File: config.mk
export PLATFORM = sky130hd
export DESIGN_NAME = bpa_step_unit
export DESIGN_NICKNAME = d
export VERILOG_FILES = /design/src/hdl/bpa_pkg.sv /design/src/hdl/bpa_step_unit.sv
export SDC_FILE = /design/constraint.sdc
export NUM_CORES = 1
export LEC_CHECK = 0
export BUFFER_PORTS_ARGS = -buffer_cell sky130_fd_sc_hd__buf_4
export CAP_MARGIN = 0
export CORE_MARGIN = 10
export CORE_UTILIZATION = 49
export DETAILED_ROUTE_END_ITERATION = 10
export PLACE_DENSITY_LB_ADDON = 0.15
export SYNTH_ARGS = -nofsm -noshare
export SYNTH_HDL_FRONTEND = slang
export SYNTH_SLANG_ARGS = --single-unit
File: constraint.sdc
create_clock -name vclk -period 2.8
set_input_delay 0.28 -clock vclk [all_inputs]
set_output_delay 0.28 -clock vclk [all_outputs]
set_load 0.1 [all_outputs]
File: src/hdl/bpa_pkg.sv
// bpa_pkg: shared constants, state codes and the step-unit result type
// of the buddy page allocator; depends on nothing
package bpa_pkg;

	localparam int NUM_PAGES_DEF  = 1024;
	localparam int MAX_ORDERS_DEF = 11;
	localparam int XW             = 17;
	localparam int ORD_W          = 5;
	localparam int IN_ORD_W       = 4;
	localparam int PAGE_W         = 10;

	localparam logic OP_ALLOC = 1'b0;
	localparam logic OP_FREE  = 1'b1;

	typedef struct packed {
		logic [XW-1:0] buddy;
		logic [XW-1:0] pair_idx;
		logic [XW-1:0] up_blk;
		logic [XW-1:0] align_blk;
		logic [XW-1:0] add_blk;
	} step_t;

	typedef enum logic [9:0] {
		S_CLEAR = 10'b0000000001,
		S_IDLE  = 10'b0000000010,
		S_FIND  = 10'b0000000100,
		S_RM_RD = 10'b0000001000,
		S_RM_WR = 10'b0000010000,
		S_FCHK  = 10'b0000100000,
		S_TG_RD = 10'b0001000000,
		S_TG_WR = 10'b0010000000,
		S_AP_A  = 10'b0100000000,
		S_AP_B  = 10'b1000000000
	} state_t;

endpackage

File: src/hdl/bpa_step_unit.sv
// bpa_step_unit: shared shift, mask and add unit giving buddy, pair index,
// aligned and next block addresses for one block and order; uses bpa_pkg
module bpa_step_unit (
	input  logic [bpa_pkg::XW-1:0]    blk,
	input  logic [bpa_pkg::ORD_W-1:0] ord,
	output bpa_pkg::step_t            res
);
	import bpa_pkg::*;

	logic [XW-1:0] bit_lo;
	logic [XW-1:0] bit_up;

	assign bit_lo        = XW'(1) << ord;
	assign bit_up        = bit_lo << 1;
	assign res.buddy     = blk ^ bit_lo;
	assign res.pair_idx  = (blk >> ord) >> 1;
	assign res.up_blk    = blk & ~(bit_up - XW'(1));
	assign res.align_blk = blk & ~(bit_lo - XW'(1));
	assign res.add_blk   = blk + bit_lo;
endmodule

==> results of run 1 <==
## stage by stage
stage               worst slack (ns)  instances  area, sq um  TNS (ns)  utilization
floorplan                     -0.546        318         2870     -3.29            -
global placement              -0.296        524         4110     -1.96        0.949
detailed placement            -0.374        524         4110     -3.61        0.949
## cell families after synthesis
| logic type | after synthesis | share of synthesized area |
|---|---|---|
| AO/OA/AOI/OAI | 94 | 0.286 |
| XOR/XNOR | 15 | 0.0638 |
| adder cells (fa/ha/maj) | 18 | 0.107 |
| buffers and inverters | 48 | 0.0983 |
| multiplexers | 22 | 0.180 |
| other | 1 | 0.00172 |
| AND/OR/NAND/NOR | 119 | 0.263 |
## cells in the mapped netlist, drive strengths merged, types with 2 or more instances
cell type and instances:
a21o 11, a22oi 2, xor2 7, o22ai 3
buf 17, mux2i 8, o211ai 2, and3 3
ha 17, mux4 11, nand4 2, o21bai 3
nor2 54, clkbuf 10, a211oi 10, mux2 3
and2 13, inv 21, or3 2, nand3b 2
nor2b 7, o21a 3, o311a 2, o21ai 14
a21oi 26, nand2b 5, a31oi 6, nor3 11
xnor2 8, or2 4, nand2 13, a32oi 2
==> results.json, run 1 <==
{
  "die_height_um": 86.6,
  "synth_area_leaders": "ha_1 9.8%, nor2_1 9.3%, mux4_1 8.5%",
  "syn-mean-instance-area_sq_um": 6.86,
  "die_x_um": 86.6,
  "start_util": 0.503,
  "portBuffers": 105,
  "syn_area_sq_um": 2180,
  "cts_resized": 55,
  "hpwl_um": 10200,
  "core.rowCount": 24,
  "toolErrorMsg": "[ERROR DPL-0038] Utilization greater than 100%, impossible to legalize",
  "ys_seq_area_frac": 0,
  "yosysUniqueCellTypes": 56,
  "pin_count": 107,
  "post_cts.repair.setup_buffers": 6,
  "status": "did not finish",
  "ys_warn_count": 0,
  "postSynthCellCount": 317,
  "haltStage": "4_1_cts",
  "place.gp.congestion": 0.979,
  "synth_top_area_share": 0.0978,
  "yosys.area.top_type": "ha_1",
  "hold_buffers": 0
}
==> inputs of run 2 (changes only) <==
Settings changed: CORE_UTILIZATION 49 to 40.
==> results.json, run 2 <==
{
  "status": "finished with violations",
  "violations": "setup timing",
  "hold_viol": 0,
  "drive_gt1_frac": 0.595,
  "area_delta_synth_final_pct": 108,
  "path_buf_inv": 5,
  "hold_buffers": 0,
  "drcViolationCount": 0,
  "core.rowCount": 26,
  "hold_start": "blk[14]",
  "die_x_um": 93.8,
  "fmax_mhz": 325,
  "clock_buffer_count": 0,
  "fin_area_sq_um": 4520,
  "critical_path.top_delay_family": "buffers and inverters",
  "pre_cts_ws_ns": -0.364,
  "path_class": "in -> out",
  "final-max-slew-violation-count": 0,
  "core_area_sq_um": 5200,
  "grt_setup_unrepaired": "true",
  "ff_latch_area_sq_um": 0,
  "min_period_over_period": 1.10,
  "finalNetCount": 526,
  "first_pass_iters": 5,
  "hpwl_um": 8160,
  "final_cell_mix": "165 x buf_4, 34 x nor2_1, 21 x a21oi_1",
  "max-vdd-ir-drop_mv": 0.236,
  "ys_warn_count": 0,
  "die_height_um": 93.8,
  "portBuffers": 105,
  "drt_iter0_markers": 318,
  "yosysMostFrequentCell": "nor2_1",
  "grt_pass1_wl_um": 16900,
  "grt_max_degree": 23,
  "place.gp.congestion": 0.922,
  "placed_area_sq_um": 4160,
  "grt-ovfl-total": 0,
  "yosys.area.top_type": "ha_1",
  "slowest_stage": "a32oi_2",
  "synth_top_area_share": 0.0978,
  "postSynthCellCount": 317,
  "yosysUniqueCellTypes": 56,
  "crit_path_cell_trace": "buf_6, buf_4, nor2_1, nand2_1, nor2_2, ha_4, buf_4, nand4_1, o21ai_2, a31oi_2, a32oi_2, buf_4, xor2_4, buf_12",
  "hp-class": "in -> out",
  "cp_common_cell": "buf_4",
  "syn_area_sq_um": 2180,
  "n_antenna_cell": 0,
  "start_util": 0.418,
  "end_kind": "output pin",
  "syn-mean-instance-area_sq_um": 6.86,
  "max_stage_delay_ns": 0.30,
  "startpoint": "ord[3]",
  "leakagePower_nw": 2.10,
  "synth_area_leaders": "ha_1 9.8%, nor2_1 9.3%, mux4_1 8.5%",
  "p_per_area_nw_per_um2": 279,
  "dr_total_vias": 3377,
  "worstPathRequired_ns": 2.52,
  "dieArea_sq_um": 8790,
  "setup_viol": 13,
  "crit_arrival_ns": 2.80,
  "fin_tns_setup_ns": -1.82,
  "drt_wl_total_um": 12200,
  "drv_cap": 0,
  "grt_pass1_vias": 3368,
  "synth_top_cells_by_count": "54 x nor2_1, 26 x a21oi_1, 21 x inv_1, 17 x ha_1, 14 x o21ai_0",
  "pin_count": 107,
  "cp-start-kind": "input pin",
  "grt_use_total": 0.228,
  "seq_cells": 0,
  "layout_min_cycle_time_ns": 3.08,
  "avgRoutedWirePerCell_um": 22.0,
  "crit_fanout": 16,
  "drt-vias-per-instance": 6.10,
  "mostFrequentLayoutCell": "buf_4",
  "antenna_found_initial": 0,
  "antenna_left": 0,
  "setup_ws_ns": -0.281,
  "ys_seq_area_frac": 0
}
[run 2: cell counts after synthesis]
No cell type changed its count.
[run 2: power by group]
group	leakage (nW)	switching (mW)	total (mW)	internal, mW
Sequential	0	0	0	0
Clock	0	0	0	0
Combinational	2.10	0.878	1.26	0.383
Total	2.10	0.878	1.26	0.383
[run 2: layer usage]
layer	wire length (um)	up-vias	track usage
met2	6150	232	0.414
met3	1150	60	0.0472
met4	553	0	0.0671
met1	4320	1605	0.260
li1	-	1480	-
met5	0	-	0
[run 2: cells by family after synthesis]
family / count (synthesis) / synth area share
adder cells (fa/ha/maj): 18 / 0.107
XOR/XNOR: 15 / 0.0638
AND/OR/NAND/NOR: 119 / 0.263
multiplexers: 22 / 0.180
buffers and inverters: 48 / 0.0983
AO/OA/AOI/OAI: 94 / 0.286
other: 1 / 0.00172
[run 2: cell type report]
type | instances | area [sq um]
fill | 281 | 684
inverter | 21 | 81.3
timing repair buffer | 193 | 1650
multi-input combinational | 270 | 2700
tap | 70 | 87.6
[run 2: metrics by stage]
step                utilization  hold slack [ns]  power (mW)  instances
floorplan                     -            0.759       0.908        318
global placement          0.799             1.01        1.15        546
detailed placement        0.799             1.01        1.16        546
CTS                       0.841             1.01        1.21        552
global route              0.869            0.998        1.30        554
finish                    0.869            0.977        1.26        554
[run 2: timing repair]
item                       in CTS  in global routing
setup endpoints to repair      20                 24
buffers inserted                6                  2
resized for setup              42                 30
gates cloned                    0                  0
pin swaps                      16                  7
[run 2: worst min-delay path, cell delays in order]
cell    delay, ns
buf_4        0.14
inv_1        0.06
nor2_2       0.04
buf_6        0.17
[run 2: worst paths after layout]
path	end	slack [ns]	cells after the start
worst max-delay path	res[16]	-0.28	14
worst min-delay path	res[31]	0.98	4
Power figures use the tool's default switching activity.
==> inputs of run 3 (changes only) <==
--- a/config.mk
+++ b/config.mk
@@ -6,4 +6,5 @@
 export NUM_CORES = 1
 export LEC_CHECK = 0
+export ABC_CLOCK_PERIOD_IN_PS = 2800
 export BUFFER_PORTS_ARGS = -buffer_cell sky130_fd_sc_hd__buf_4
 export CAP_MARGIN = 0
==> constraint.sdc (replaced) <==
create_clock -name vclk -period 2.8
set_input_delay 0.56 -clock vclk [all_inputs]
set_output_delay 0.56 -clock vclk [all_outputs]
set_load 0.1 [all_outputs]
==> results.json, run 3 <==
{
  "status": "did not finish",
  "haltStage": "4_1_cts",
  "toolErrorMsg": "[ERROR DPL-0033] detailed placement checks failed during check placement.",
  "portBuffers": 105,
  "yosys.area.top_type": "ha_1",
  "yosysUniqueCellTypes": 56,
  "die_x_um": 93.8,
  "syn-mean-instance-area_sq_um": 6.86,
  "post_cts.repair.setup_buffers": 11,
  "syn_area_sq_um": 2180,
  "synth_top_area_share": 0.0978,
  "postSynthCellCount": 317,
  "hpwl_um": 8780,
  "dpl.cell_count": 570,
  "start_util": 0.418,
  "pin_count": 107,
  "ys_warn_count": 0,
  "ys_seq_area_frac": 0,
  "hold_buffers": 0,
  "place.gp.congestion": 0.947,
  "cts_resized": 158,
  "synth_area_leaders": "ha_1 9.8%, nor2_1 9.3%, mux4_1 8.5%",
  "yosysMostFrequentCell": "nor2_1",
  "core.rowCount": 26,
  "die_height_um": 93.8,
  "synth_top_cells_by_count": "54 x nor2_1, 26 x a21oi_1, 21 x inv_1, 17 x ha_1, 14 x o21ai_0"
}
## run 3: cell counts after synthesis
No cell type changed its count.
## run 3: cells by family after synthesis
family | Yosys count | synth area share
AOI/OAI and AO/OA | 94 | 0.286
adders and majority gates | 18 | 0.107
muxes | 22 | 0.180
other | 1 | 0.00172
xor gates and xnor gates | 15 | 0.0638
and+or+nand+nor | 119 | 0.263
buffers and inverters | 48 | 0.0983
## run 3: through the flow
step / worst slack, ns / cell area [sq um]
3_3_place_gp: -0.908 / 4360
3_5_place_dp: -0.996 / 4360
2_1_floorplan: -1.08 / 2890
