`config.mk`:
```
export PLATFORM = sky130hd
export DESIGN_NAME = bpa_ram
export DESIGN_NICKNAME = d
export VERILOG_FILES = /design/src/hdl/bpa_ram.sv
export SDC_FILE = /design/constraint.sdc
export NUM_CORES = 1
export LEC_CHECK = 0
export BUFFER_PORTS_ARGS = -buffer_cell sky130_fd_sc_hd__buf_2
export CELL_PAD_IN_SITES_DETAIL_PLACEMENT = 2
export CELL_PAD_IN_SITES_GLOBAL_PLACEMENT = 2
export CORE_ASPECT_RATIO = 0.8
export CORE_MARGIN = 4
export CORE_UTILIZATION = 45
export CTS_BUF_LIST = sky130_fd_sc_hd__clkbuf_2 sky130_fd_sc_hd__clkbuf_4 sky130_fd_sc_hd__clkbuf_8
export CTS_CLUSTER_DIAMETER = 60
export DETAILED_ROUTE_END_ITERATION = 6
export GPL_ROUTABILITY_DRIVEN = 0
export PLACE_DENSITY_LB_ADDON = 0.1
export SYNTH_ARGS = -nofsm -noshare
export SYNTH_HDL_FRONTEND = slang
export SYNTH_SLANG_ARGS = --single-unit
```
`constraint.sdc`:
```
create_clock -name clk -period 1.75 [get_ports clk]
set_input_delay 0.175 -clock clk [delete_from_list [all_inputs] [get_ports clk]]
set_output_delay 0.175 -clock clk [all_outputs]
set_load 0.01 [all_outputs]
```
`src/hdl/bpa_ram.sv`:
```
// bpa_ram: generic single-write, single-read ram with registered read
// no package dependency
module bpa_ram #(
	parameter int W     = 8,
	parameter int DEPTH = 16
) (
	input  logic                     clk,
	input  logic                     we,
	input  logic [$clog2(DEPTH)-1:0] waddr,
	input  logic [W-1:0]             wdata,
	input  logic [$clog2(DEPTH)-1:0] raddr,
	output logic [W-1:0]             rdata
);
	logic [W-1:0] mem_q [DEPTH];

	always_ff @(posedge clk) begin
		if (we) begin
			mem_q[waddr] <= wdata;
		end
		rdata <= mem_q[raddr];
	end
endmodule

```
# [Word-level counts from Yosys, hierarchy flattened]
# Memories as Yosys holds them, arrays and structs flattened. A register that Yosys moved wholly into a read port is not among the register bits.
# Cells that the tools add are included.
# Widths: inputs -> output; s select.
[word_totals] ram_bits=128 mem_count=1 output_inout_bits=8 word_cells=3 input_bits=18 register_bits=0
[memory_table] name="mem_q" depth=16 width=8 rd=1 rd_clocked_by_memory_dff=1 write_ports=1 line="14" text="logic [W-1:0] mem_q [DEPTH];"
[classes] n_mux=2
[op_table] operator="$mux 1" count=2

# [Depth between registers and ports, before layout]
# Gate-level depths: netlist (run 1).
[logic_depth] word_depth=2 depth_mapped=5 depth_no_buf=3

# [Worst setup path after synthesis (run 1)]
# OpenSTA, ideal clock, no wires.
[synth_timing] kind="input to register" startpoint="input waddr[2]" endpoint="memory mem_q[0][0], enable pin" n_path_buf=0 arrival_ns=1.285 path_slack_ns=0.082 stages=2 path_cell_list="or3b_2 nor3_1"
[synth_rtl] item="start: declaration" line="9" text="input logic [$clog2(DEPTH)-1:0] waddr,"
[synth_rtl] item="end: declaration" line="14"
# No word-level cell before the write port.

==> metrics, run 1 <==
antenna violations before repair=0; die width=128 µm; placed insts=410; drt initial violations=229; combinational fraction of design power=5.8%; maximum VDD drop=0.402 mV; CP Launch Type=flop; WL final=11600 µm; critical path class=flop to flop; Critical Path Fanout Max=1; clk buf depth=2; P per Cell Area=1060 nW/µm²; Synth Warn #=0; clock share of power=35.7%; synth unique cells=19; Critical Path End Type=flop; Site Rows=34; syn_nets=247; Rel. slew slack=72.7%; Syn Inst Count=229; nets=303; Pint=4.96 mW; final routed DRC violation total=0; Detail Placement HPWL=8190 µm; required time of the critical path=2.05 ns; Flop pwr share=58.5%; final cell count without fillers=441; Final setup viols=0; cts hold-fix bufs=0; via density per instance=5.61; Via Count=2474; Final WS setup=0.302 ns; post_cts resized=0; Die Ht=104 µm; max cap viols=0; Starting Density=46.7%; final hold viol count=0; Antenna Cells=0; top area cells in the synthesized netlist=edfxtp_1, mux4_2, mux4_1; sw frac=20.9%; pre-CTS setup slack=0.0887 ns; TNS Setup=0 ns; number of port buffers=25; RSZ-0062 raised after global routing=false; post-synthesis sequential area ratio=77.8%; grt total ovfl=0; clock skew=0.00810 ns; final period utilization=82.7%; CTS sink count=136; commonest non-fill, non-tap cell in the layout=edfxtp_1; Clock transition at path regs=0.07 ns; TritonCTS buffer count=17; switching power=1.31 mW; Placeable Area=11000 µm²; Clock Latency Late Sink=0.43 ns; largest area contributor in the synthesized netlist=edfxtp_1; First-pass DRT Iterations=4; number of global-route vias before repair=2766; leading cell types in the layout, fill and taps excluded=edfxtp_1, buf_2, clkbuf_8, buf_4, mux4_2; layout cells sized above 1=31.6%; Hold Slack=0.130 ns; Mapped Avg Cell Area=22.5 µm²; fin. max-slew vios=0; post-layout util=53.7%; FF+latch count, synth=136; first-pass GRT wire length=17800 µm; CTS H-tree depth=4; largest net degree at the start of global routing=33; CTS tree=built; post-synth top area share=74.7%; Die Footprint=13200 µm²; setup bufs post-CTS=0; critical path arrival=1.75 ns; area grow syn2layout=14.9%; antenna viol nets, final=0; worst slew pin tran=0.410 ns; io pins=26; minimum clock period=1.45 ns; synthesized cell area=5150 µm²; Leakage=2.00 nW; status=complete, no violations; Fmax achieved=691 MHz; Worst Hold Class=input pin to flop; Total GRT Usage=19.0%; CTS Root Cell=clkbuf_8; WL/cell=26.4 µm
-- cells in the mapped netlist --
master,count
nor2_1,13
dfxtp_1,8
nand3b_1,2
edfxtp_1,128
nor2b_1,1
nand2b_1,2
and2b_1,1
buf_2,3
or3b_2,1
nand3_1,1
nor3_1,4
mux4_1,14
and2_1,1
a22oi_1,16
buf_4,1
buf_6,3
nand2_1,9
clkdlybuf4s25_2,3
mux4_2,18
-- path summary, 6_finish.rpt --
path	startpoint	endpoint	slack, ns	cells past startpoint
worst max register to register	mem_q[10][4]$_DFFE_PP_	rdata[4]$_DFF_P_	0.30	3
worst min-delay path	wdata[3]	mem_q[12][3]$_DFFE_PP_	0.13	1
worst min register to register	mem_q[6][2]$_DFFE_PP_	rdata[2]$_DFF_P_	0.69	3
worst max-delay path	mem_q[10][4]$_DFFE_PP_	rdata[4]$_DFF_P_	0.30	3
-- power by group through the flow --
stage	Sequential [mW]	Clock [mW]	Combinational, mW
after floorplan	3.74	0	0.185
after global placement	3.73	0	0.351
after detailed placement	3.74	0	0.370
after CTS	3.67	2.30	0.370
after global routing	3.67	2.45	0.393
final	3.67	2.24	0.361
-- worst max-delay path, stage by stage, from the launching register on --
cell,delay (ns)
edfxtp_1,0.40
mux4_1,0.52
a22oi_1,0.30
nand2_1,0.10
-- state kept, by name, summed over array words and instances, names as in the netlist --
signal  count
mem_q     128
rdata       8
-- through the flow --
step	area, µm²	power (mW)
final	5910	6.27
after global routing	5910	6.52
after CTS	5910	6.33
after detailed placement	5570	4.11
after global placement	5570	4.08
after floorplan	5150	3.92
-- layer usage --
metal  routed length, µm  track usage (%)
met4                 112             5.00
met1                5130             26.2
met2                5800             30.0
met5                   0                0
met3                 599             5.25
-- cell families (layout without fill, tap and decap cells) --
kind of cell           Yosys count  after routing  share of synthesized area [%]
flip-flops                     136            136                           77.8
AND/OR/NAND/NOR                 35             35                           3.18
multiplexers                    32             32                           15.0
AO/OA/AOI/OAI                   16             16                           2.33
buffers and inverters           10             78                           1.68
-- cell type report --
class                      count  area (µm²)
tap                          144         180
timing repair buffer          47         328
fill                         935        5100
clock buffer                  26         320
multi-input combinational     83        1060
sequential                   136        4000
clock inverter                 5        23.8
Power figures use the tool's default switching activity.
==> inputs of run 2 (changes only) <==
Clock period 1.75 ns to 1.33 ns, I/O delays scaled along.
==> run 2 against run 1 <==
  * Non-clock buffer count increased by 3
  * Fmax increased by 11%
  * Largest power group unchanged
  * Worst hold slack worse by 0.057 ns
  * Sequential power up 31%
  * First-iteration DRC count is 5.2% lower
  * Sequential share of layout area decreased by 1.5 points
  * Highest routed layer unchanged
  * Die area did not move
  * Register-to-register slack worse by 0.27 ns
  * Routed wire length rose by 6.7%
==> metrics, run 2 (same netlist as run 1, synthesis figures left out) <==
via density per instance=5.67 (+1.1%); nets=306 (+0.99%); placed insts=413 (+0.73%); max cap viols=0 (unchanged); TritonCTS buffer count=17 (unchanged); final routed DRC violation total=0 (unchanged); leading cell types in the layout, fill and taps excluded=edfxtp_1, mux4_2, buf_2, buf_4, clkbuf_8; Clock Latency Late Sink=0.44 ns (about the same); maximum VDD drop=0.801 mV (+99%); drt initial violations=217 (-5.2%); CTS sink count=136 (unchanged); antenna viol nets, final=0 (unchanged); Via Count=2523 (+2.0%); Worst Hold Class=input pin to flop; max reg flops=128 (unchanged); Critical Path Fanout Max=1 (unchanged); critical path arrival=1.62 ns (-0.13 ns); fin. max-slew vios=0 (unchanged); grt total ovfl=0 (unchanged); Die Footprint=13200 µm² (unchanged); cts hold-fix bufs=0 (unchanged); commonest non-fill, non-tap cell in the layout=edfxtp_1; fill count=918 (-1.8%); area grow syn2layout=17.5%; setup bufs post-CTS=0 (unchanged); crit-path cells=mux4_2, a22oi_2, nand2_1; First-pass DRT Iterations=4 (unchanged); Rel. slew slack=28.8% (-44 points); Clock transition at path regs=0.08 ns (about the same); Die Ht=104 µm (unchanged); WL final=12400 µm (+6.7%); Leakage=2.02 nW (+0.60%); met3 WL post-DR=464 µm (-23%); WL met1=5660 µm (+10%); P per Cell Area=1490 nW/µm² (+41%); final hold viol count=0 (unchanged); fin area=6050 µm² (+2.3%); largest net degree at the start of global routing=20 (-39%); required time of the critical path=1.65 ns (-0.40 ns); WL/cell=27.9 µm (+5.7%); worst slew pin tran=1.07 ns (+0.655 ns); final cell count without fillers=445 (+0.91%); Antenna Cells=0 (unchanged); RSZ-0062 raised after global routing=true; Final setup viols=0 (unchanged); met2 WL=6240 µm (+7.4%); placed cell area=5600 µm² (+0.49%); Starting Density=46.7% (unchanged); critical path class=flop to flop; highest layer used for signal routing=met4; CTS tree=built; CP bufs+invs=0 (unchanged); status=complete, no violations; minimum clock period=1.30 ns (-0.146 ns); CTS H-tree depth=4 (unchanged); final period utilization=97.9% (+15 points); CTS Root Cell=clkbuf_8; crit-path leading delay family=multiplexers; CP Launch Type=flop; largest register by flop count=mem_q; Critical Path End Type=flop; die width=128 µm (unchanged); Crit-path slowest cell=mux4_2; antenna violations before repair=0 (unchanged); io pins=26 (unchanged); Hold Slack=0.0731 ns (-0.0574 ns); Site Rows=34 (unchanged); Detail Placement HPWL=8300 µm (+1.2%); Fmax achieved=768 MHz (+11%); number of port buffers=25 (unchanged); number of global-route vias before repair=2889 (+4.4%); clock skew=0.00946 ns (+0.00137 ns); final total power=9.04 mW (+44%); Placeable Area=11000 µm² (unchanged); Total GRT Usage=20.2% (+1.2 points); max incr delay on CP=0.50 ns (-0.02 ns); first-pass GRT wire length=18900 µm (+6.1%); layout cells sized above 1=41.5% (+9.9 points); clk buf depth=2 (unchanged); Regs by FF count=mem_q: 128 flops, rdata: 8 flops
[run 2: cell count changes in the layout (fill, tap and decap cells not counted), sizes merged]
cell and delta:
clkinv +3, clkbuf -7, bufinv +4, buf +3, clkinvlp +1
[run 2: where the power goes]
part / total [mW] / internal, mW / switching, mW
registers: 4.82 / 4.79 / 0.0345
clock network: 3.69 / 2.10 / 1.59
logic: 0.524 / 0.224 / 0.300
total: 9.04 / 7.11 / 1.93
[run 2: layout make-up]
| cell class | instances | area (µm²) | share of cell area [%] |
|---|---|---|---|
| Clock inverter | 13 | 178 | 2.94 |
| Clock buffer | 19 | 255 | 4.22 |
| Multi-Input combinational cell | 83 | 1080 | 17.9 |
| Sequential cell | 136 | 4000 | 66.2 |
| Tap cell | 144 | 180 | 2.98 |
| Timing Repair Buffer | 50 | 350 | 5.79 |
[run 2: path summary, 6_finish.rpt]
kind,cells after the start,endpoint,startpoint,slack (ns)
worst max-delay path,3,rdata[4]$_DFF_P_,mem_q[10][4]$_DFFE_PP_,0.03
worst min-delay path,1,mem_q[8][4]$_DFFE_PP_,wdata[4],0.07
worst max register to register,3,rdata[4]$_DFF_P_,mem_q[10][4]$_DFFE_PP_,0.03
worst min register to register,3,rdata[6]$_DFF_P_,mem_q[3][6]$_DFFE_PP_,0.70
[run 2: routing by layer]
metal | track usage (%) | vias to the layer above
met5 | 0 | -
met1 | 27.0 | 1365
li1 | - | 1075
met4 | 4.77 | 0
met2 | 33.2 | 75
met3 | 5.56 | 8
[run 2: timing repair]
item                       in CTS  in global routing
resized for setup              12                 11
cloned                          0                  0
setup endpoints to repair       7                  8
pin swaps                       3                  8
[run 2: through the flow]
step	utilization (%)	worst slack (ns)	setup TNS [ns]
finish	54.9	0.0282	0
global route	54.9	-0.00165	-0.00300
floorplan	-	-0.0691	-2.08
CTS	54.8	-0.0121	-0.0231
global placement	50.8	-0.212	-2.91
detailed placement	50.8	-0.256	-5.14
==> inputs of run 3 (changes only) <==
Settings changed: ABC_AREA from default to 1, CORE_UTILIZATION 45 to 38.
==> run 3 against run 2 <==
  * Routed wire length increased by 40%
  * Non-clock buffer count increased by 10
  * First-iteration DRC count is 47% higher
  * Clock-buffer cell count grew 3
  * Utilization shrank 9.2 points
  * Sequential power about the same
  * Combinational power increased by 30%
  * Critical path depth is 2 lower
  * Register-to-register slack gained 0.28 ns
==> metrics, run 3 <==
status=complete, no violations; Compound-Gate Fraction of Synth Area=0% (-2.3 points); drt initial violations=318 (+47%); largest register by flop count=mem_q; RSZ-0062 raised after global routing=false; Antenna Cells=0 (unchanged); crit-path cells=buf_2; Mapped Avg Cell Area=10.5 µm² (-53%); critical path arrival=1.04 ns (-0.58 ns); CP Launch Type=flop; Rel. slew slack=74.2% (+45 points); number of port buffers=25 (unchanged); Leakage=2.92 nW (+45%); number of global-route vias before repair=4411 (+53%); largest net degree at the start of global routing=65 (+230%); worst hold stages=1 (unchanged); clk buf depth=2 (unchanged); Synth Area in XOR/XNOR=0% (unchanged); Die Footprint=17200 µm² (+30%); layout cells sized above 1=14.9% (-27 points); r2r startpoint=mem_q[15][3]$_DFFE_PP_; WL/cell=21.6 µm (-22%); Fmax achieved=853 MHz (+11%); top area cells in the synthesized netlist=edfxtp_1, nand2_1, nand3_1; Site Rows=39 (+15%); Post-Synth Simple-Gate Area=21.0% (+18 points); max incr delay on CP=0.42 ns (-0.08 ns); Syn Inst Count=551 (+140%); First-pass DRT Iterations=4 (unchanged); Via Count=4031 (+60%); TNS Setup=0 ns (unchanged); Total GRT Usage=20.6% (+0.43 points); P per Cell Area=1300 nW/µm² (-13%); cts hold-fix bufs=0 (unchanged); grt total ovfl=0 (unchanged); minimum clock period=1.17 ns (-0.129 ns); placed insts=771 (+87%); CTS tree=built; ys async rst share=0% (unchanged); Synth Warn #=0 (unchanged); CP Launch Point=rdata[6]$_DFF_P_; crit-path leading delay family=flip-flops; Critical Path End Type=output pin; post_cts resized=0 (-12); worst slew pin tran=0.386 ns (-0.679 ns); Synth top cells by count=nand2_1, edfxtp_1, inv_1; post-synthesis sequential area ratio=69.4% (-8.4 points); post-synth top area share=66.7% (-8.0 points); io pins=26 (unchanged); nets=624 (+100%); main combinational cell family by area after synthesis=simple AND/OR/NAND/NOR gates; setup bufs post-CTS=0 (unchanged); max cap viols=0 (unchanged); commonest non-fill, non-tap cell in the layout=nand2_1; CTS Root Cell=clkbuf_8; Placeable Area=14600 µm² (+32%); Die Ht=118 µm (+14%); synth unique cells=12 (-7); Starting Density=39.5% (-7.2 points); largest area contributor in the synthesized netlist=edfxtp_1; antenna violations before repair=0 (unchanged); clock skew=0.00842 ns (-0.00104 ns); syn_nets=569 (+130%); Detail Placement HPWL=11800 µm (+42%); post-synthesis mux area share=0% (-15 points); Regs by FF count=mem_q: 128 flops, rdata: 8 flops; final period utilization=88.2% (-9.7 points); Crit-path slowest cell=dfxtp_1; Hold Path Origin=wdata[2]; CP bufs+invs=1 (+1); number of synthesized flops with an enable pin=128 (unchanged); FF+latch count, synth=136 (unchanged); max reg flops=128 (unchanged); synthesized cell area=5770 µm² (+12%); Primary FF master, synth=edfxtp_1; via density per instance=5.02 (-11%); post-layout util=45.7% (-9.2 points); final total power=8.66 mW (-4.2%); Critical Path Fanout Max=1 (unchanged); r2r worst-path depth=6 (+3); Clock Latency Late Sink=0.45 ns (about the same); r2r setup slk=0.31 ns (+0.28 ns); antenna viol nets, final=0 (unchanged); Post-Synth Adder-Cell Area=0% (unchanged); final hold viol count=0 (unchanged); leading cell types in the layout, fill and taps excluded=nand2_1, edfxtp_1, inv_1, nand3_1, buf_4; final cell count without fillers=803 (+80%); area grow syn2layout=15.6%; most numerous cell in the Yosys netlist=nand2_1; WL final=17400 µm (+40%); fin. max-slew vios=0 (unchanged); Final setup viols=0 (unchanged); critical path class=flop to output pin; maximum VDD drop=0.706 mV (-12%); first-pass GRT wire length=26400 µm (+40%); required time of the critical path=1.20 ns (-0.45 ns); CTS H-tree depth=4 (unchanged); Clock transition at path regs=0.08 ns (about the same); TritonCTS buffer count=17 (unchanged); die width=146 µm (+14%); WHS Endpoint=mem_q[2][2]$_DFFE_PP_; CTS sink count=136 (unchanged); final routed DRC violation total=0 (unchanged); FF-to-FF End=rdata[3]$_DFF_P_; Worst Hold Class=input pin to flop
==> run 3: cell count changes after synthesis, sizes merged, moves of 2 or more <==
cell	change
a22oi	-16
buf	+17
clkdlybuf4s25	-3
inv	+102
mux4	-32
nand2	+164
nand2b	-2
nand3	+96
nor2	+4
nor3	-4
==> run 3: routing by layer <==
| layer | part of all wire [%] | track usage (%) | up-vias |
|---|---|---|---|
| li1 | - | - | 1882 |
| met1 | 44 | 28.0 | 2048 |
| met5 | 0 | 0 | - |
| met4 | 0.94 | 5.40 | 0 |
| met3 | 6.1 | 4.59 | 12 |
| met2 | 49 | 33.8 | 89 |
==> run 3: logic make-up after synthesis <==
kind of cell / Yosys count
simple gates: 289
flops: 136
buf+inv: 126
==> run 3: through the flow <==
stage	setup WS, ns	instance area (µm²)	hold WS (ns)
floorplan	0.246	5770	0.232
global placement	0.107	6310	0.535
detailed placement	0.0430	6310	0.540
CTS	0.121	6670	0.0623
global route	0.107	6670	0.0707
finish	0.157	6670	0.0876
==> run 3: worst max-delay path by stage <==
| stage | to | slack, ns | depth (start not counted) |
|---|---|---|---|
| final | rdata[6] | 0.16 | 1 |
| after global routing | rdata[6] | 0.11 | 1 |
| after CTS | rdata[6] | 0.12 | 1 |
| after detailed placement | mem_q[8][5]$_DFFE_PP_ | 0.04 | 4 |
| after global placement | rdata[6]$_DFF_P_ | 0.11 | 8 |
| after floorplan | mem_q[10][0]$_DFFE_PP_ | 0.25 | 2 |
==> run 3: cell type report <==
| type | instances | area (µm²) |
|---|---|---|
| clock buffers | 22 | 284 |
| fillers | 1555 | 7920 |
| repair buffers | 60 | 475 |
| inverters | 102 | 383 |
| flip-flops and latches | 136 | 4000 |
| well taps | 184 | 230 |
| clock inverters | 10 | 77.6 |
| multi-input cells | 289 | 1210 |
==> run 3: power breakdown <==
group | total [mW] | switching [mW] | internal (mW)
Sequential | 4.83 | 0.0430 | 4.79
Combinational | 0.679 | 0.464 | 0.214
Clock | 3.15 | 1.54 | 1.61
